### config.mk
export PLATFORM = sky130hd
export DESIGN_NAME = panel_init_sequence_interpreter
export DESIGN_NICKNAME = d
export VERILOG_FILES = /design/src/rtl/pisi_pkg.sv /design/src/rtl/panel_init_sequence_interpreter.sv /design/src/rtl/pisi_front.sv /design/src/rtl/pisi_fifo.sv /design/src/rtl/pisi_back.sv
export VERILOG_INCLUDE_DIRS = /design/src /design/src/rtl
export SDC_FILE = /design/constraint.sdc
export NUM_CORES = 1
export LEC_CHECK = 0
export ABC_CLOCK_PERIOD_IN_PS = 7200
export BUFFER_PORTS_ARGS = -buffer_cell sky130_fd_sc_hd__clkbuf_2
export CORE_AREA = 2 2 107 109
export DETAILED_ROUTE_END_ITERATION = 10
export DIE_AREA = 0 0 109 111
export PLACE_DENSITY = 0.78
export SLEW_MARGIN = 5
export SYNTH_ARGS = -nofsm -noshare
export SYNTH_HDL_FRONTEND = slang
export SYNTH_SLANG_ARGS = --single-unit
### constraint.sdc
create_clock -name clk -period 7.2 [get_ports clk]
set_clock_uncertainty 0.15 [all_clocks]
set_input_delay 0.36 -clock clk [delete_from_list [all_inputs] [get_ports clk]]
set_output_delay 0.36 -clock clk [all_outputs]
set_load 0.005 [all_outputs]
### src/rtl/panel_init_sequence_interpreter_defines.svh
// ----------------------------------------------------------------------------
// panel init sequence interpreter: assertion macros
// shared property wrappers for the concurrent checks in the rtl
// ----------------------------------------------------------------------------
`ifndef PANEL_INIT_SEQUENCE_INTERPRETER_DEFINES_SVH
`define PANEL_INIT_SEQUENCE_INTERPRETER_DEFINES_SVH

// same-cycle implication, disabled while reset is asserted
`define PISI_ASSERT_NOW(label, clk, rst_n, ante, cons, msg) \
    label: assert property (@(posedge clk) disable iff (!rst_n) (ante) |-> (cons)) \
        else $error(msg);

// next-cycle implication, disabled while reset is asserted
`define PISI_ASSERT_NEXT(label, clk, rst_n, ante, cons, msg) \
    label: assert property (@(posedge clk) disable iff (!rst_n) (ante) |=> (cons)) \
        else $error(msg);

`endif

### src/rtl/pisi_pkg.sv
`timescale 1ns / 1ps
// ----------------------------------------------------------------------------
// pisi_pkg
// types, codes and action expansion shared by the script interpreter
// ----------------------------------------------------------------------------
package pisi_pkg;

    // parser phase
    typedef enum logic [2:0] {
        PH_OPCODE,
        PH_COUNT,
        PH_DATA,
        PH_DELAY,
        PH_DRAIN
    } phase_t;

    // action codes on the output stream
    typedef enum logic [2:0] {
        ACT_CMD   = 3'd0,
        ACT_DATA  = 3'd1,
        ACT_WAIT  = 3'd2,
        ACT_DELAY = 3'd3,
        ACT_HWRST = 3'd4,
        ACT_DONE  = 3'd5,
        ACT_ERROR = 3'd6
    } action_t;

    // kind of work record handed from parser to expander
    typedef enum logic [3:0] {
        K_NONE,
        K_CMD,
        K_DATA,
        K_WAIT,
        K_DELAY,
        K_HWRST,
        K_END,
        K_SWRST,
        K_WINDOW,
        K_CURSOR
    } kind_t;

    // what follows the base actions of a record
    typedef enum logic [1:0] {
        TAIL_NONE,
        TAIL_DONE,
        TAIL_ERROR
    } tail_t;

    typedef struct packed {
        kind_t      kind;
        logic [7:0] value;
        tail_t      tail;
    } op_t;

    typedef struct packed {
        logic [11:0] panel_width;
        logic [15:0] panel_height;
        logic        busy_pol;
    } cfg_t;

    typedef struct packed {
        action_t    code;
        logic [7:0] value;
    } act_t;

    // configuration register indexes
    localparam logic [1:0] REG_PANEL_WIDTH  = 2'd0;
    localparam logic [1:0] REG_PANEL_HEIGHT = 2'd1;
    localparam logic [1:0] REG_BUSY_POL     = 2'd2;

    localparam logic [11:0] WIDTH_RESET  = 12'd200;
    localparam logic [15:0] HEIGHT_RESET = 16'd200;

    // sentinel bytes
    localparam logic [7:0] SENT_BASE   = 8'hF0;
    localparam logic [7:0] SENT_END    = 8'hF0;
    localparam logic [7:0] SENT_WAIT   = 8'hF1;
    localparam logic [7:0] SENT_DELAY  = 8'hF2;
    localparam logic [7:0] SENT_HWRST  = 8'hF3;
    localparam logic [7:0] SENT_SWRST  = 8'hF4;
    localparam logic [7:0] SENT_WINDOW = 8'hF5;
    localparam logic [7:0] SENT_CURSOR = 8'hF6;

    // panel commands used by the expansions
    localparam logic [7:0] CMD_SW_RESET = 8'h12;
    localparam logic [7:0] CMD_WIN_X    = 8'h44;
    localparam logic [7:0] CMD_WIN_Y    = 8'h45;
    localparam logic [7:0] CMD_CUR_X    = 8'h4E;
    localparam logic [7:0] CMD_CUR_Y    = 8'h4F;

    // number of actions a record kind expands to, tail excluded
    function automatic logic [3:0] base_count(input kind_t kind);
        logic [3:0] n;
        unique case (kind)
            K_NONE:   n = 4'd0;
            K_SWRST:  n = 4'd2;
            K_WINDOW: n = 4'd8;
            K_CURSOR: n = 4'd5;
            default:  n = 4'd1;
        endcase
        return n;
    endfunction

    // action number idx of a record
    function automatic act_t action_at(input op_t op, input logic [3:0] idx,
                                       input cfg_t cfg);
        act_t        r;
        logic [11:0] wm1;
        logic [15:0] hm1;
        wm1 = cfg.panel_width - 12'd1;
        hm1 = cfg.panel_height - 16'd1;
        r.code  = ACT_DATA;
        r.value = 8'd0;
        if (idx == base_count(op.kind)) begin
            r.code = (op.tail == TAIL_DONE) ? ACT_DONE : ACT_ERROR;
        end
        else begin
            unique case (op.kind)
                K_CMD:
                begin
                    r.code  = ACT_CMD;
                    r.value = op.value;
                end
                K_DATA:
                begin
                    r.value = op.value;
                end
                K_WAIT:
                begin
                    r.code  = ACT_WAIT;
                    r.value = {7'd0, cfg.busy_pol};
                end
                K_DELAY:
                begin
                    r.code  = ACT_DELAY;
                    r.value = op.value;
                end
                K_HWRST:  r.code = ACT_HWRST;
                K_END:    r.code = ACT_DONE;
                K_SWRST:
                begin
                    if (idx == 4'd0) begin
                        r.code  = ACT_CMD;
                        r.value = CMD_SW_RESET;
                    end
                    else begin
                        r.code  = ACT_WAIT;
                        r.value = {7'd0, cfg.busy_pol};
                    end
                end
                K_WINDOW:
                begin
                    case (idx)
                        4'd0:
                        begin
                            r.code  = ACT_CMD;
                            r.value = CMD_WIN_X;
                        end
                        4'd2:    r.value = wm1[10:3];
                        4'd3:
                        begin
                            r.code  = ACT_CMD;
                            r.value = CMD_WIN_Y;
                        end
                        4'd6:    r.value = hm1[7:0];
                        4'd7:    r.value = hm1[15:8];
                        default: r.value = 8'd0;
                    endcase
                end
                K_CURSOR:
                begin
                    if (idx == 4'd0) begin
                        r.code  = ACT_CMD;
                        r.value = CMD_CUR_X;
                    end
                    else if (idx == 4'd2) begin
                        r.code  = ACT_CMD;
                        r.value = CMD_CUR_Y;
                    end
                end
                default: r.code = ACT_ERROR;
            endcase
        end
        return r;
    endfunction

endpackage

### src/rtl/panel_init_sequence_interpreter.sv
`timescale 1ns / 1ps
// ----------------------------------------------------------------------------
// panel_init_sequence_interpreter
// turns a panel init script byte stream into executor actions
//
//   channel  | dir | tdata            | tuser      | tlast
//   ---------+-----+------------------+------------+-----------------
//   s_*      | in  | [7:0] script_byte| -          | script_last
//   m_*      | out | [7:0] action_val | [2:0] act  | run_last
//   cfg_*    | in  | write only: cfg_we, cfg_index, cfg_data
//
// one script byte is accepted per cycle while the record queue has room
// each byte leaves 0 to 9 actions; the expander emits one action per cycle
// while m_tready allows, so plain bytes pass at one per cycle; window/cursor
// bytes give 8/5 actions, one more if a byte also ends the script in done or error
// ready right after reset, no clearing pass; config registers reset to 200/200/0
// m_tready low backs up the queue and s_tready drops when FIFO_DEPTH records wait
// ----------------------------------------------------------------------------
module panel_init_sequence_interpreter #(
    parameter int FIFO_DEPTH = 4
) (
    input  logic        clk,
    input  logic        rst_n,
    input  logic        s_tvalid,
    output logic        s_tready,
    input  logic [7:0]  s_tdata,    // [7:0] script_byte
    input  logic        s_tlast,
    output logic        m_tvalid,
    input  logic        m_tready,
    output logic [7:0]  m_tdata,    // [7:0] action_value
    output logic [2:0]  m_tuser,    // [2:0] action
    output logic        m_tlast,
    input  logic        cfg_we,
    input  logic [1:0]  cfg_index,
    input  logic [15:0] cfg_data
);

    logic [11:0]        width_reg;
    logic [15:0]        height_reg;
    logic               busy_pol_reg;
    pisi_pkg::cfg_t     cfg;
    logic               take;
    logic               push;
    pisi_pkg::op_t      push_op;
    logic               full;
    logic               pop;
    logic               head_valid;
    pisi_pkg::op_t      head_op;

    always_ff @(posedge clk or negedge rst_n) begin
        if (!rst_n) begin
            width_reg    <= pisi_pkg::WIDTH_RESET;
            height_reg   <= pisi_pkg::HEIGHT_RESET;
            busy_pol_reg <= 1'b0;
        end
        else if (cfg_we) begin
            unique case (cfg_index)
                pisi_pkg::REG_PANEL_WIDTH:  width_reg    <= cfg_data[11:0];
                pisi_pkg::REG_PANEL_HEIGHT: height_reg   <= cfg_data;
                pisi_pkg::REG_BUSY_POL:     busy_pol_reg <= cfg_data[0];
                default:                    ;
            endcase
        end
    end

    assign cfg.panel_width  = width_reg;
    assign cfg.panel_height = height_reg;
    assign cfg.busy_pol     = busy_pol_reg;

    assign s_tready = !full;
    assign take     = s_tvalid && s_tready;

    pisi_front u_front (
        .clk         (clk),
        .rst_n       (rst_n),
        .take        (take),
        .script_byte (s_tdata),
        .script_last (s_tlast),
        .push        (push),
        .push_op     (push_op)
    );

    pisi_fifo #(
        .DEPTH (FIFO_DEPTH)
    ) u_fifo (
        .clk        (clk),
        .rst_n      (rst_n),
        .push       (push),
        .push_op    (push_op),
        .full       (full),
        .pop        (pop),
        .head_valid (head_valid),
        .head_op    (head_op)
    );

    pisi_back u_back (
        .clk        (clk),
        .rst_n      (rst_n),
        .cfg        (cfg),
        .head_valid (head_valid),
        .head_op    (head_op),
        .pop        (pop),
        .m_tvalid   (m_tvalid),
        .m_tready   (m_tready),
        .m_tdata    (m_tdata),
        .m_tuser    (m_tuser),
        .m_tlast    (m_tlast)
    );

endmodule

### src/rtl/pisi_front.sv
`timescale 1ns / 1ps
// ----------------------------------------------------------------------------
// pisi_front
// script byte parser: tracks the phase and emits at most one work record per byte
// ----------------------------------------------------------------------------
module pisi_front (
    input  logic            clk,
    input  logic            rst_n,
    input  logic            take,
    input  logic [7:0]      script_byte,
    input  logic            script_last,
    output logic            push,
    output pisi_pkg::op_t   push_op
);

    pisi_pkg::phase_t phase_reg, phase_next;
    logic [7:0]       data_left_reg, data_left_next;
    logic [7:0]       left_dec;

    always_ff @(posedge clk or negedge rst_n) begin
        if (!rst_n) begin
            phase_reg     <= pisi_pkg::PH_OPCODE;
            data_left_reg <= 8'd0;
        end
        else if (take) begin
            phase_reg     <= phase_next;
            data_left_reg <= data_left_next;
        end
    end

    always_comb begin
        phase_next     = phase_reg;
        data_left_next = data_left_reg;
        push_op.kind   = pisi_pkg::K_NONE;
        push_op.value  = script_byte;
        push_op.tail   = pisi_pkg::TAIL_NONE;
        left_dec       = data_left_reg - 8'd1;

        unique case (phase_reg)
            pisi_pkg::PH_DRAIN:
            begin
                if (script_last) begin
                    phase_next = pisi_pkg::PH_OPCODE;
                end
            end
            pisi_pkg::PH_COUNT:
            begin
                push_op.kind  = pisi_pkg::K_CMD;
                push_op.value = data_left_reg;
                if (script_byte == 8'd0 || script_last) begin
                    phase_next     = pisi_pkg::PH_OPCODE;
                    data_left_next = 8'd0;
                    if (script_byte == 8'd0) begin
                        push_op.tail = script_last ? pisi_pkg::TAIL_DONE
                                                   : pisi_pkg::TAIL_NONE;
                    end
                    else begin
                        push_op.tail = pisi_pkg::TAIL_ERROR;
                    end
                end
                else begin
                    data_left_next = script_byte;
                    phase_next     = pisi_pkg::PH_DATA;
                end
            end
            pisi_pkg::PH_DATA:
            begin
                push_op.kind   = pisi_pkg::K_DATA;
                data_left_next = left_dec;
                if (left_dec == 8'd0) begin
                    phase_next   = pisi_pkg::PH_OPCODE;
                    push_op.tail = script_last ? pisi_pkg::TAIL_DONE
                                               : pisi_pkg::TAIL_NONE;
                end
                else if (script_last) begin
                    phase_next     = pisi_pkg::PH_OPCODE;
                    data_left_next = 8'd0;
                    push_op.tail   = pisi_pkg::TAIL_ERROR;
                end
            end
            pisi_pkg::PH_DELAY:
            begin
                push_op.kind   = pisi_pkg::K_DELAY;
                phase_next     = pisi_pkg::PH_OPCODE;
                data_left_next = 8'd0;
                push_op.tail   = script_last ? pisi_pkg::TAIL_DONE
                                             : pisi_pkg::TAIL_NONE;
            end
            pisi_pkg::PH_OPCODE:
            begin
                data_left_next = 8'd0;
                if (script_byte < pisi_pkg::SENT_BASE) begin
                    if (script_last) begin
                        push_op.tail = pisi_pkg::TAIL_ERROR;
                    end
                    else begin
                        data_left_next = script_byte;
                        phase_next     = pisi_pkg::PH_COUNT;
                    end
                end
                else if (script_byte == pisi_pkg::SENT_END) begin
                    push_op.kind = pisi_pkg::K_END;
                    phase_next   = script_last ? pisi_pkg::PH_OPCODE : pisi_pkg::PH_DRAIN;
                end
                else if (script_byte == pisi_pkg::SENT_DELAY) begin
                    if (script_last) begin
                        push_op.tail = pisi_pkg::TAIL_ERROR;
                    end
                    else begin
                        phase_next = pisi_pkg::PH_DELAY;
                    end
                end
                else begin
                    case (script_byte)
                        pisi_pkg::SENT_WAIT:   push_op.kind = pisi_pkg::K_WAIT;
                        pisi_pkg::SENT_HWRST:  push_op.kind = pisi_pkg::K_HWRST;
                        pisi_pkg::SENT_SWRST:  push_op.kind = pisi_pkg::K_SWRST;
                        pisi_pkg::SENT_WINDOW: push_op.kind = pisi_pkg::K_WINDOW;
                        pisi_pkg::SENT_CURSOR: push_op.kind = pisi_pkg::K_CURSOR;
                        default:               push_op.kind = pisi_pkg::K_NONE;
                    endcase
                    // unknown sentinels only matter when they close the script
                    push_op.tail = script_last ? pisi_pkg::TAIL_DONE
                                               : pisi_pkg::TAIL_NONE;
                end
            end
            default:
            begin
                phase_next     = pisi_pkg::PH_OPCODE;
                data_left_next = 8'd0;
            end
        endcase

        push = take && (push_op.kind != pisi_pkg::K_NONE ||
                        push_op.tail != pisi_pkg::TAIL_NONE);
    end

endmodule

### src/rtl/pisi_fifo.sv
`timescale 1ns / 1ps
// ----------------------------------------------------------------------------
// pisi_fifo
// short register queue of work records between parser and expander
// ----------------------------------------------------------------------------
module pisi_fifo #(
    parameter int DEPTH = 4
) (
    input  logic            clk,
    input  logic            rst_n,
    input  logic            push,
    input  pisi_pkg::op_t   push_op,
    output logic            full,
    input  logic            pop,
    output logic            head_valid,
    output pisi_pkg::op_t   head_op
);

    localparam int AW = (DEPTH > 1) ? $clog2(DEPTH) : 1;
    localparam int CW = $clog2(DEPTH + 1);

    pisi_pkg::op_t  mem_reg [DEPTH];
    logic [AW-1:0]  wr_ptr_reg, wr_ptr_next;
    logic [AW-1:0]  rd_ptr_reg, rd_ptr_next;
    logic [CW-1:0]  count_reg, count_next;

    always_comb begin
        wr_ptr_next = wr_ptr_reg;
        rd_ptr_next = rd_ptr_reg;
        count_next  = count_reg;
        if (push) begin
            wr_ptr_next = (wr_ptr_reg == AW'(DEPTH - 1)) ? '0 : wr_ptr_reg + 1'b1;
        end
        if (pop) begin
            rd_ptr_next = (rd_ptr_reg == AW'(DEPTH - 1)) ? '0 : rd_ptr_reg + 1'b1;
        end
        if (push && !pop) begin
            count_next = count_reg + 1'b1;
        end
        else if (pop && !push) begin
            count_next = count_reg - 1'b1;
        end
    end

    always_ff @(posedge clk or negedge rst_n) begin
        if (!rst_n) begin
            wr_ptr_reg <= '0;
            rd_ptr_reg <= '0;
            count_reg  <= '0;
        end
        else begin
            wr_ptr_reg <= wr_ptr_next;
            rd_ptr_reg <= rd_ptr_next;
            count_reg  <= count_next;
        end
    end

    always_ff @(posedge clk) begin
        if (push) begin
            mem_reg[wr_ptr_reg] <= push_op;
        end
    end

    assign full       = (count_reg == CW'(DEPTH));
    assign head_valid = (count_reg != '0);
    assign head_op    = mem_reg[rd_ptr_reg];

endmodule

### src/rtl/pisi_back.sv
`timescale 1ns / 1ps
// ----------------------------------------------------------------------------
// pisi_back
// action expander: walks each work record one action per cycle, while m_tready
// does not stall it, into the registered output stage
// ----------------------------------------------------------------------------
`include "panel_init_sequence_interpreter_defines.svh"

module pisi_back (
    input  logic            clk,
    input  logic            rst_n,
    input  pisi_pkg::cfg_t  cfg,
    input  logic            head_valid,
    input  pisi_pkg::op_t   head_op,
    output logic            pop,
    output logic            m_tvalid,
    input  logic            m_tready,
    output logic [7:0]      m_tdata,
    output logic [2:0]      m_tuser,
    output logic            m_tlast
);

    logic [3:0]          idx_reg, idx_next;
    logic                m_tvalid_reg, m_tvalid_next;
    logic [7:0]          m_tdata_reg;
    logic [2:0]          m_tuser_reg;
    logic                m_tlast_reg;
    logic [3:0]          total;
    logic                is_last;
    logic                load;
    pisi_pkg::act_t      act;

    always_comb begin
        total   = pisi_pkg::base_count(head_op.kind)
                + {3'd0, head_op.tail != pisi_pkg::TAIL_NONE};
        is_last = ((idx_reg + 4'd1) == total);
        act     = pisi_pkg::action_at(head_op, idx_reg, cfg);
        // output stage takes a new action when empty or being drained
        load    = head_valid && (!m_tvalid_reg || m_tready);
        pop     = load && is_last;

        idx_next = idx_reg;
        if (load) begin
            idx_next = is_last ? 4'd0 : idx_reg + 4'd1;
        end

        m_tvalid_next = m_tvalid_reg;
        if (load) begin
            m_tvalid_next = 1'b1;
        end
        else if (m_tready) begin
            m_tvalid_next = 1'b0;
        end
    end

    always_ff @(posedge clk or negedge rst_n) begin
        if (!rst_n) begin
            idx_reg      <= 4'd0;
            m_tvalid_reg <= 1'b0;
        end
        else begin
            idx_reg      <= idx_next;
            m_tvalid_reg <= m_tvalid_next;
        end
    end

    always_ff @(posedge clk) begin
        if (load) begin
            m_tdata_reg <= act.value;
            m_tuser_reg <= act.code;
            m_tlast_reg <= is_last;
        end
    end

    assign m_tvalid = m_tvalid_reg;
    assign m_tdata  = m_tdata_reg;
    assign m_tuser  = m_tuser_reg;
    assign m_tlast  = m_tlast_reg;

    `PISI_ASSERT_NOW(a_pop_has_head, clk, rst_n, pop, head_valid, "pop from empty queue")
    `PISI_ASSERT_NOW(a_idx_in_range, clk, rst_n, head_valid, idx_reg < total, "action index past record end")
    `PISI_ASSERT_NEXT(a_last_on_pop, clk, rst_n, load, m_tlast == $past(pop), "tlast does not match record end")
    `PISI_ASSERT_NOW(a_idle_idx_zero, clk, rst_n, !head_valid, idx_reg == 4'd0, "index left mid-record with empty queue")

endmodule
After elaboration in Yosys (flattened, before gate mapping)
Memory sizes are Yosys's and may differ from the RTL's. Index checks and enable logic that the tools add are counted. Widths: inputs -> output; s select.

Register bits: 63. RAM bits: 56. Input port bits: 32. Output and inout port bits: 14. Memories kept: 1.

Add/subtract/negate cells: 9. Order comparisons: 1. Eq/ne operators: 35. Multiplexer cells: 50. Bitwise logic cells: 1. Reduce and logical (&&, ||, !) cells: 32.

Memory list: u_fifo.mem_reg (depth 4, bits a word 14, rd ports 1, clocked after memory_dff 0, write ports 1, RTL line pisi_fifo.sv:22) `pisi_pkg::op_t mem_reg [DEPTH];`.

Operator list (count): $pmux 8 s5 (2); $eq 8x8->1 const B (7); $mux 8 (6); $mux 3 (11); $pmux 4 s4 (2); $pmux 8 s4 (1); $pmux 3 s9 (1); $eq 4x3->1 const B (6); $mux 2 (11); $pmux 4 s5 (1); $mux 9 (2); $eq 4x2->1 const B (4); $logic_not 8->1 (2); $mux 4 (4); $sub 16x1->16 const B (1); $pmux 3 s4 (1); $sub 11x1->11 const B (1); $mux 10 (1); $eq 4x4->1 (2); $eq 4x4->1 const B (2); $logic_not 4->1 (2); $lt 8x8->1 const B (1); $pmux 2 s4 (1); $reduce_and 2->1 (4); 28 further kinds (52).

Longest topological paths before layout
Depth in word-level cells: 13. Depth in mapped cells: 19. Gate-level depth less buffers: 16.

Hierarchy
A second synthesis with hierarchy kept.

Cell total of the unflattened synthesis: 549. Area total of the unflattened synthesis: 6790.3 um2.

Modules (own cells, without submodules): pisi_fifo (instances 1, cells each 110, area each 2468.6 um2); pisi_back (instances 1, cells each 221, area each 1979.4 um2); panel_init_sequence_interpreter (instances 1, cells each 65, area each 1176.1 um2); pisi_front (instances 1, cells each 153, area each 1166.1 um2).

Worst setup path after synthesis
OpenSTA, ideal clock, no wires.

Path kind: register to register. Start point: register u_fifo.rd_ptr_reg[0]. End point: register u_fifo.count_reg[1]. Setup time: 0.125 ns. Data arrival time: 3.987 ns. Setup slack: 2.938 ns. Cell stages (with the launch flop): 17. Path through: dfrtp_1 > buf_6 > mux4_2 > and4b_1 > clkbuf_1 > nor2_1 > ha_1 > ha_1 > xor2_1 > xnor2_1 > or4b_4 > a31oi_4 > nand2_4 > ha_1 > inv_1 > fa_1 > mux2_2.

Cells in the longest elaborated chain, start to end: 9. Elaborated cells on any way between the ends: 15.

Ends and longest elaborated chain: start, declared (RTL line pisi_fifo.sv:24) `logic [AW-1:0] rd_ptr_reg, rd_ptr_next;`; start signal, assigned (RTL line pisi_fifo.sv:53) `rd_ptr_reg <= rd_ptr_next;`; $mem_v2 4x14 *; $eq 4x4->1, or another cell as far along (RTL line pisi_pkg.sv:94) `unique case (kind)`; $pmux 4 s4 (RTL line pisi_pkg.sv:94); $add 4x1->4 * (RTL line pisi_back.sv:35) `+ {3'd0, head_op.tail != pisi_pkg::TAIL_NONE};`; $eq 4x4->1 * (RTL line pisi_back.sv:36) `is_last = ((idx_reg + 4'd1) == total);`; named net u_back.is_last (RTL line pisi_back.sv:29) `logic is_last;`; $logic_and 1x1->1 * (RTL line pisi_back.sv:40) `pop = load && is_last;`; $logic_not 1->1 * (RTL line pisi_fifo.sv:37) `if (push && !pop) begin`; $logic_and 1x1->1 * (RTL line pisi_fifo.sv:37); $mux 3 * (RTL line pisi_fifo.sv:37); named net u_fifo.count_next[1] (RTL line pisi_fifo.sv:25) `logic [CW-1:0] count_reg, count_next;`; end signal, assigned (RTL line pisi_fifo.sv:54) `count_reg <= count_next;`; end, declared (RTL line pisi_fifo.sv:25).

Mark *: on every way through the listed nets, which the timed path passes. The rest lies on a longest branch. A chain may end at the register's enable or synchronous reset.

Worst setup path in the final report
Same ends and word-level chain as after synthesis.

==> flow_summary.ini <==
[yosys]
synth.avg_cell_area_um2 = 11.59
ys_types = 65
syn-num-nets = 598
synth_ff_type = edfxtp_1
ys_seq_elements = 119
syn-instance-count = 551
synth_warnings = 0
synth_area_um2 = 6384
async_flop_share_pct = 42.86
synth_edf_count = 68
yosysSeqAreaShare_pct = 52.10

[drt]
via_count = 4666
drtAntennaViolNets = 0
drtIter0Drc = 317
viasPerCell = 6.205
drc = 0
wl_um = 14580
drt_pass1_iterations = 5
drt-wirelength-per-cell_um = 19.38

[floorplan]
dieArea_um2 = 12100
die_x_um = 109
row_count = 39
die_y_um = 111
start_util_pct = 57.63
core-area_um2 = 11080
num_io_pins = 46

[global_routing]
grt_pass1_vias = 4651
grtUsageTotal_pct = 25.84
gr-usage-met2_pct = 44.97
grt_overflow = 0
grt_max_degree = 52
busiest_layer = met2
grt_pass1_wl_um = 23450
antenna_found_initial = 0
met1_usage_pct = 29.86
met3_usage_pct = 7.113

[finish]
area_growth_pct = 13.80
final_cells = 752
largest_register_ffs = 56
postLayoutCellArea_um2 = 7264
drive_above_1_share_pct = 22.99
layout.nets = 643
antennaDiodeCount = 0
fin_util_pct = 65.58

[power_and_ir_drop]
irDropWorstVdd_v = 0.0002294
power.density_nw_per_um2 = 414.5
total_leakage_power_nw = 2.819

[clock_tree]
cts_root_buffer = clkbuf_16
path_clk_slew_ns = 0.06
cts_tree = yes
cts_hold_buf = 1
cts_sinks = 119
cts_max_level = 4
cts_inserted_buffers = 17
cts.path.max_buffers = 2
cts_resized = 0
cts_setup_buffers = 0
insertion_delay_ns = 0.42

[placement]
place_congestion = 0.8906
dp_cells = 719
pre_cts_slack_ns = 2.121
postPlaceCellArea_um2 = 6704
dpl.hpwl_um = 10200
port_buffers = 45

[setup_path]
reg2regPathDepth = 14
worstPathRequired_ns = 7.35
worstSetupEndpoint = u_fifo.count_reg[1]
cp_max_fo = 18
crit_path_start_kind = flop
reg2reg_from = u_fifo.rd_ptr_reg[0]
reg2reg_slack_ns = 2.13
cp_data_arrival_time_ns = 5.22
criticalPathCategory = flop to flop
crit_path_end_kind = flop
reg2reg_to = u_fifo.count_reg[1]
startpoint = u_fifo.rd_ptr_reg[0]

[status]
status = finished, final reports clean

[hold_path]
hold_path.class = input pin to flop

[sta]
finalCritPeriodShare_pct = 70.46
tightestPinTransition_ns = 0.9445
final_hold_viol_count = 0
layout_min_cycle_time_ns = 5.073
tns_ns = 0
setup_viol = 0
drv_slew = 0
fmax_mhz = 197.1
rsz0062_at_grt = no
slew_headroom_pct = 37.04
setup_ws_ns = 2.127

[flow_run]
maxCapViolCount = 0
==> cell type report <==
type	count	area [µm²]
inverter	18	67.56
sequential	119	3326
tap	143	178.9
timing repair buffer	48	250.2
clock inverter	12	103.9
multi-input combinational	392	2892
fill	825	3812
clock buffer	20	446.7
==> how the worst min path moves through the flow <==
stage / cells past startpoint / endpoint / slack, ns / startpoint
after floorplan: 0 / busy_pol_reg / -0.09 / rst_n
after global placement: 2 / u_back.m_tvalid / 0.32 / u_back.m_tvalid
after detailed placement: 2 / u_back.m_tvalid / 0.33 / u_back.m_tvalid
after CTS: 2 / height_reg[11] / 0.01 / cfg_data[11]
after global routing: 2 / height_reg[11] / 0.01 / cfg_data[11]
final: 2 / height_reg[11] / 0.02 / cfg_data[11]
==> through the flow <==
stage	hold slack, ns	total power [mW]
2_1_floorplan	-0.08559	1.930
3_3_place_gp	0.3207	2.157
3_5_place_dp	0.3331	2.214
4_1_cts	0.01111	3.015
5_1_grt	0.01263	3.193
6_report	0.02089	3.011
==> worst max-delay path: stages (launching register included) <==
cell and delay, ns:
dfrtp_1 0.96, mux4_2 0.78, nor3_1 0.31, nor2_1 0.08, ha_1 0.20, ha_1 0.18, xor2_1 0.15, xnor2_1 0.21
or4b_4 0.51, a31oi_4 0.28, nand2_4 0.11, ha_1 0.26, inv_1 0.07, fa_1 0.41, mux2_2 0.28
==> kinds of logic after synthesis <==
family                   after synthesis  synth area share, %
flip-flops                           119                52.10
multiplexers                          49                11.27
XOR/XNOR                              30                4.116
adder cells (fa/ha/maj)               15                3.058
AND/OR/NAND/NOR                      182                14.92
AO/OA/AOI/OAI                        116                11.94
buffers and inverters                 40                2.607
==> layout by cell type (no fill, tap or decap), types with 3 or more instances in the layout <==
| cell type | netlist | routed |
|---|---|---|
| edfxtp_1 | 68 | 68 |
| nand2_1 | 55 | 55 |
| dfrtp_1 | 45 | 45 |
| clkbuf_2 | 0 | 45 |
| nor2_1 | 34 | 34 |
| mux2_2 | 32 | 32 |
| a21oi_1 | 28 | 28 |
| o21ai_0 | 27 | 27 |
| xor2_1 | 21 | 21 |
| inv_1 | 18 | 18 |
| clkbuf_16 | 0 | 17 |
| nor3_1 | 16 | 16 |
| ha_1 | 14 | 14 |
| mux4_2 | 13 | 13 |
| nand3_1 | 10 | 10 |
| xnor2_1 | 9 | 9 |
| a21o_1 | 8 | 8 |
| nor4_1 | 7 | 7 |
| or3_1 | 7 | 7 |
| and2_1 | 7 | 7 |
| a22oi_1 | 7 | 7 |
| dfstp_2 | 6 | 6 |
| nor3b_1 | 5 | 5 |
| nand4b_1 | 5 | 5 |
| or2_2 | 5 | 5 |
| a31oi_1 | 5 | 5 |
| o31ai_1 | 5 | 5 |
| clkinvlp_4 | 0 | 5 |
| a21boi_0 | 4 | 4 |
| or4_1 | 4 | 4 |
| o211ai_1 | 4 | 4 |
| nand3b_1 | 4 | 4 |
| a211oi_1 | 4 | 4 |
| o22ai_1 | 4 | 4 |
| nor4b_1 | 3 | 3 |
| nand2b_1 | 3 | 3 |
| and3_1 | 3 | 3 |
| nor2b_1 | 3 | 3 |
| a211o_1 | 3 | 3 |
| clkinv_2 | 0 | 3 |
==> power by group <==
| group | internal, mW | switching, mW | leakage (nW) |
|---|---|---|---|
| Combinational | 0.453 | 0.612 | 1.31 |
| Sequential | 0.981 | 0.186 | 1.25 |
| Clock | 0.480 | 0.300 | 0.256 |
==> routing by layer <==
metal / part of all wire (%) / vias up
met5: 0 / -
met4: 2.0 / 0
met1: 39 / 2292
met3: 5.3 / 37
met2: 53 / 170
li1: - / 2167
==> Yosys cell counts (3+ instances only) <==
library cell,number,area share [%]
and3_1,3,0.29
o211ai_1,4,0.47
mux4_2,13,4.6
a31oi_1,5,0.49
nand2b_1,3,0.29
dfstp_2,6,2.5
nand3b_1,4,0.47
nand3_1,10,0.78
nor4b_1,3,0.41
nand4b_1,5,0.69
a211o_1,3,0.41
o21ai_0,27,2.1
or2_2,5,0.49
nand2_1,55,3.2
a211oi_1,4,0.47
clkbuf_1,19,1.1
nor2_1,34,2.0
nor3_1,16,1.3
nor3b_1,5,0.59
and2_1,7,0.69
a21boi_0,4,0.47
a21o_1,8,0.94
nor2b_1,3,0.29
o22ai_1,4,0.39
inv_1,18,1.1
ha_1,14,2.7
xnor2_1,9,1.2
nor4_1,7,0.69
a22oi_1,7,0.82
mux2_2,32,5.6
or3_1,7,0.69
edfxtp_1,68,32
dfrtp_1,45,18
o31ai_1,5,0.59
or4_1,4,0.47
xor2_1,21,2.9
a21oi_1,28,2.2
Power figures use the tool's default switching activity.
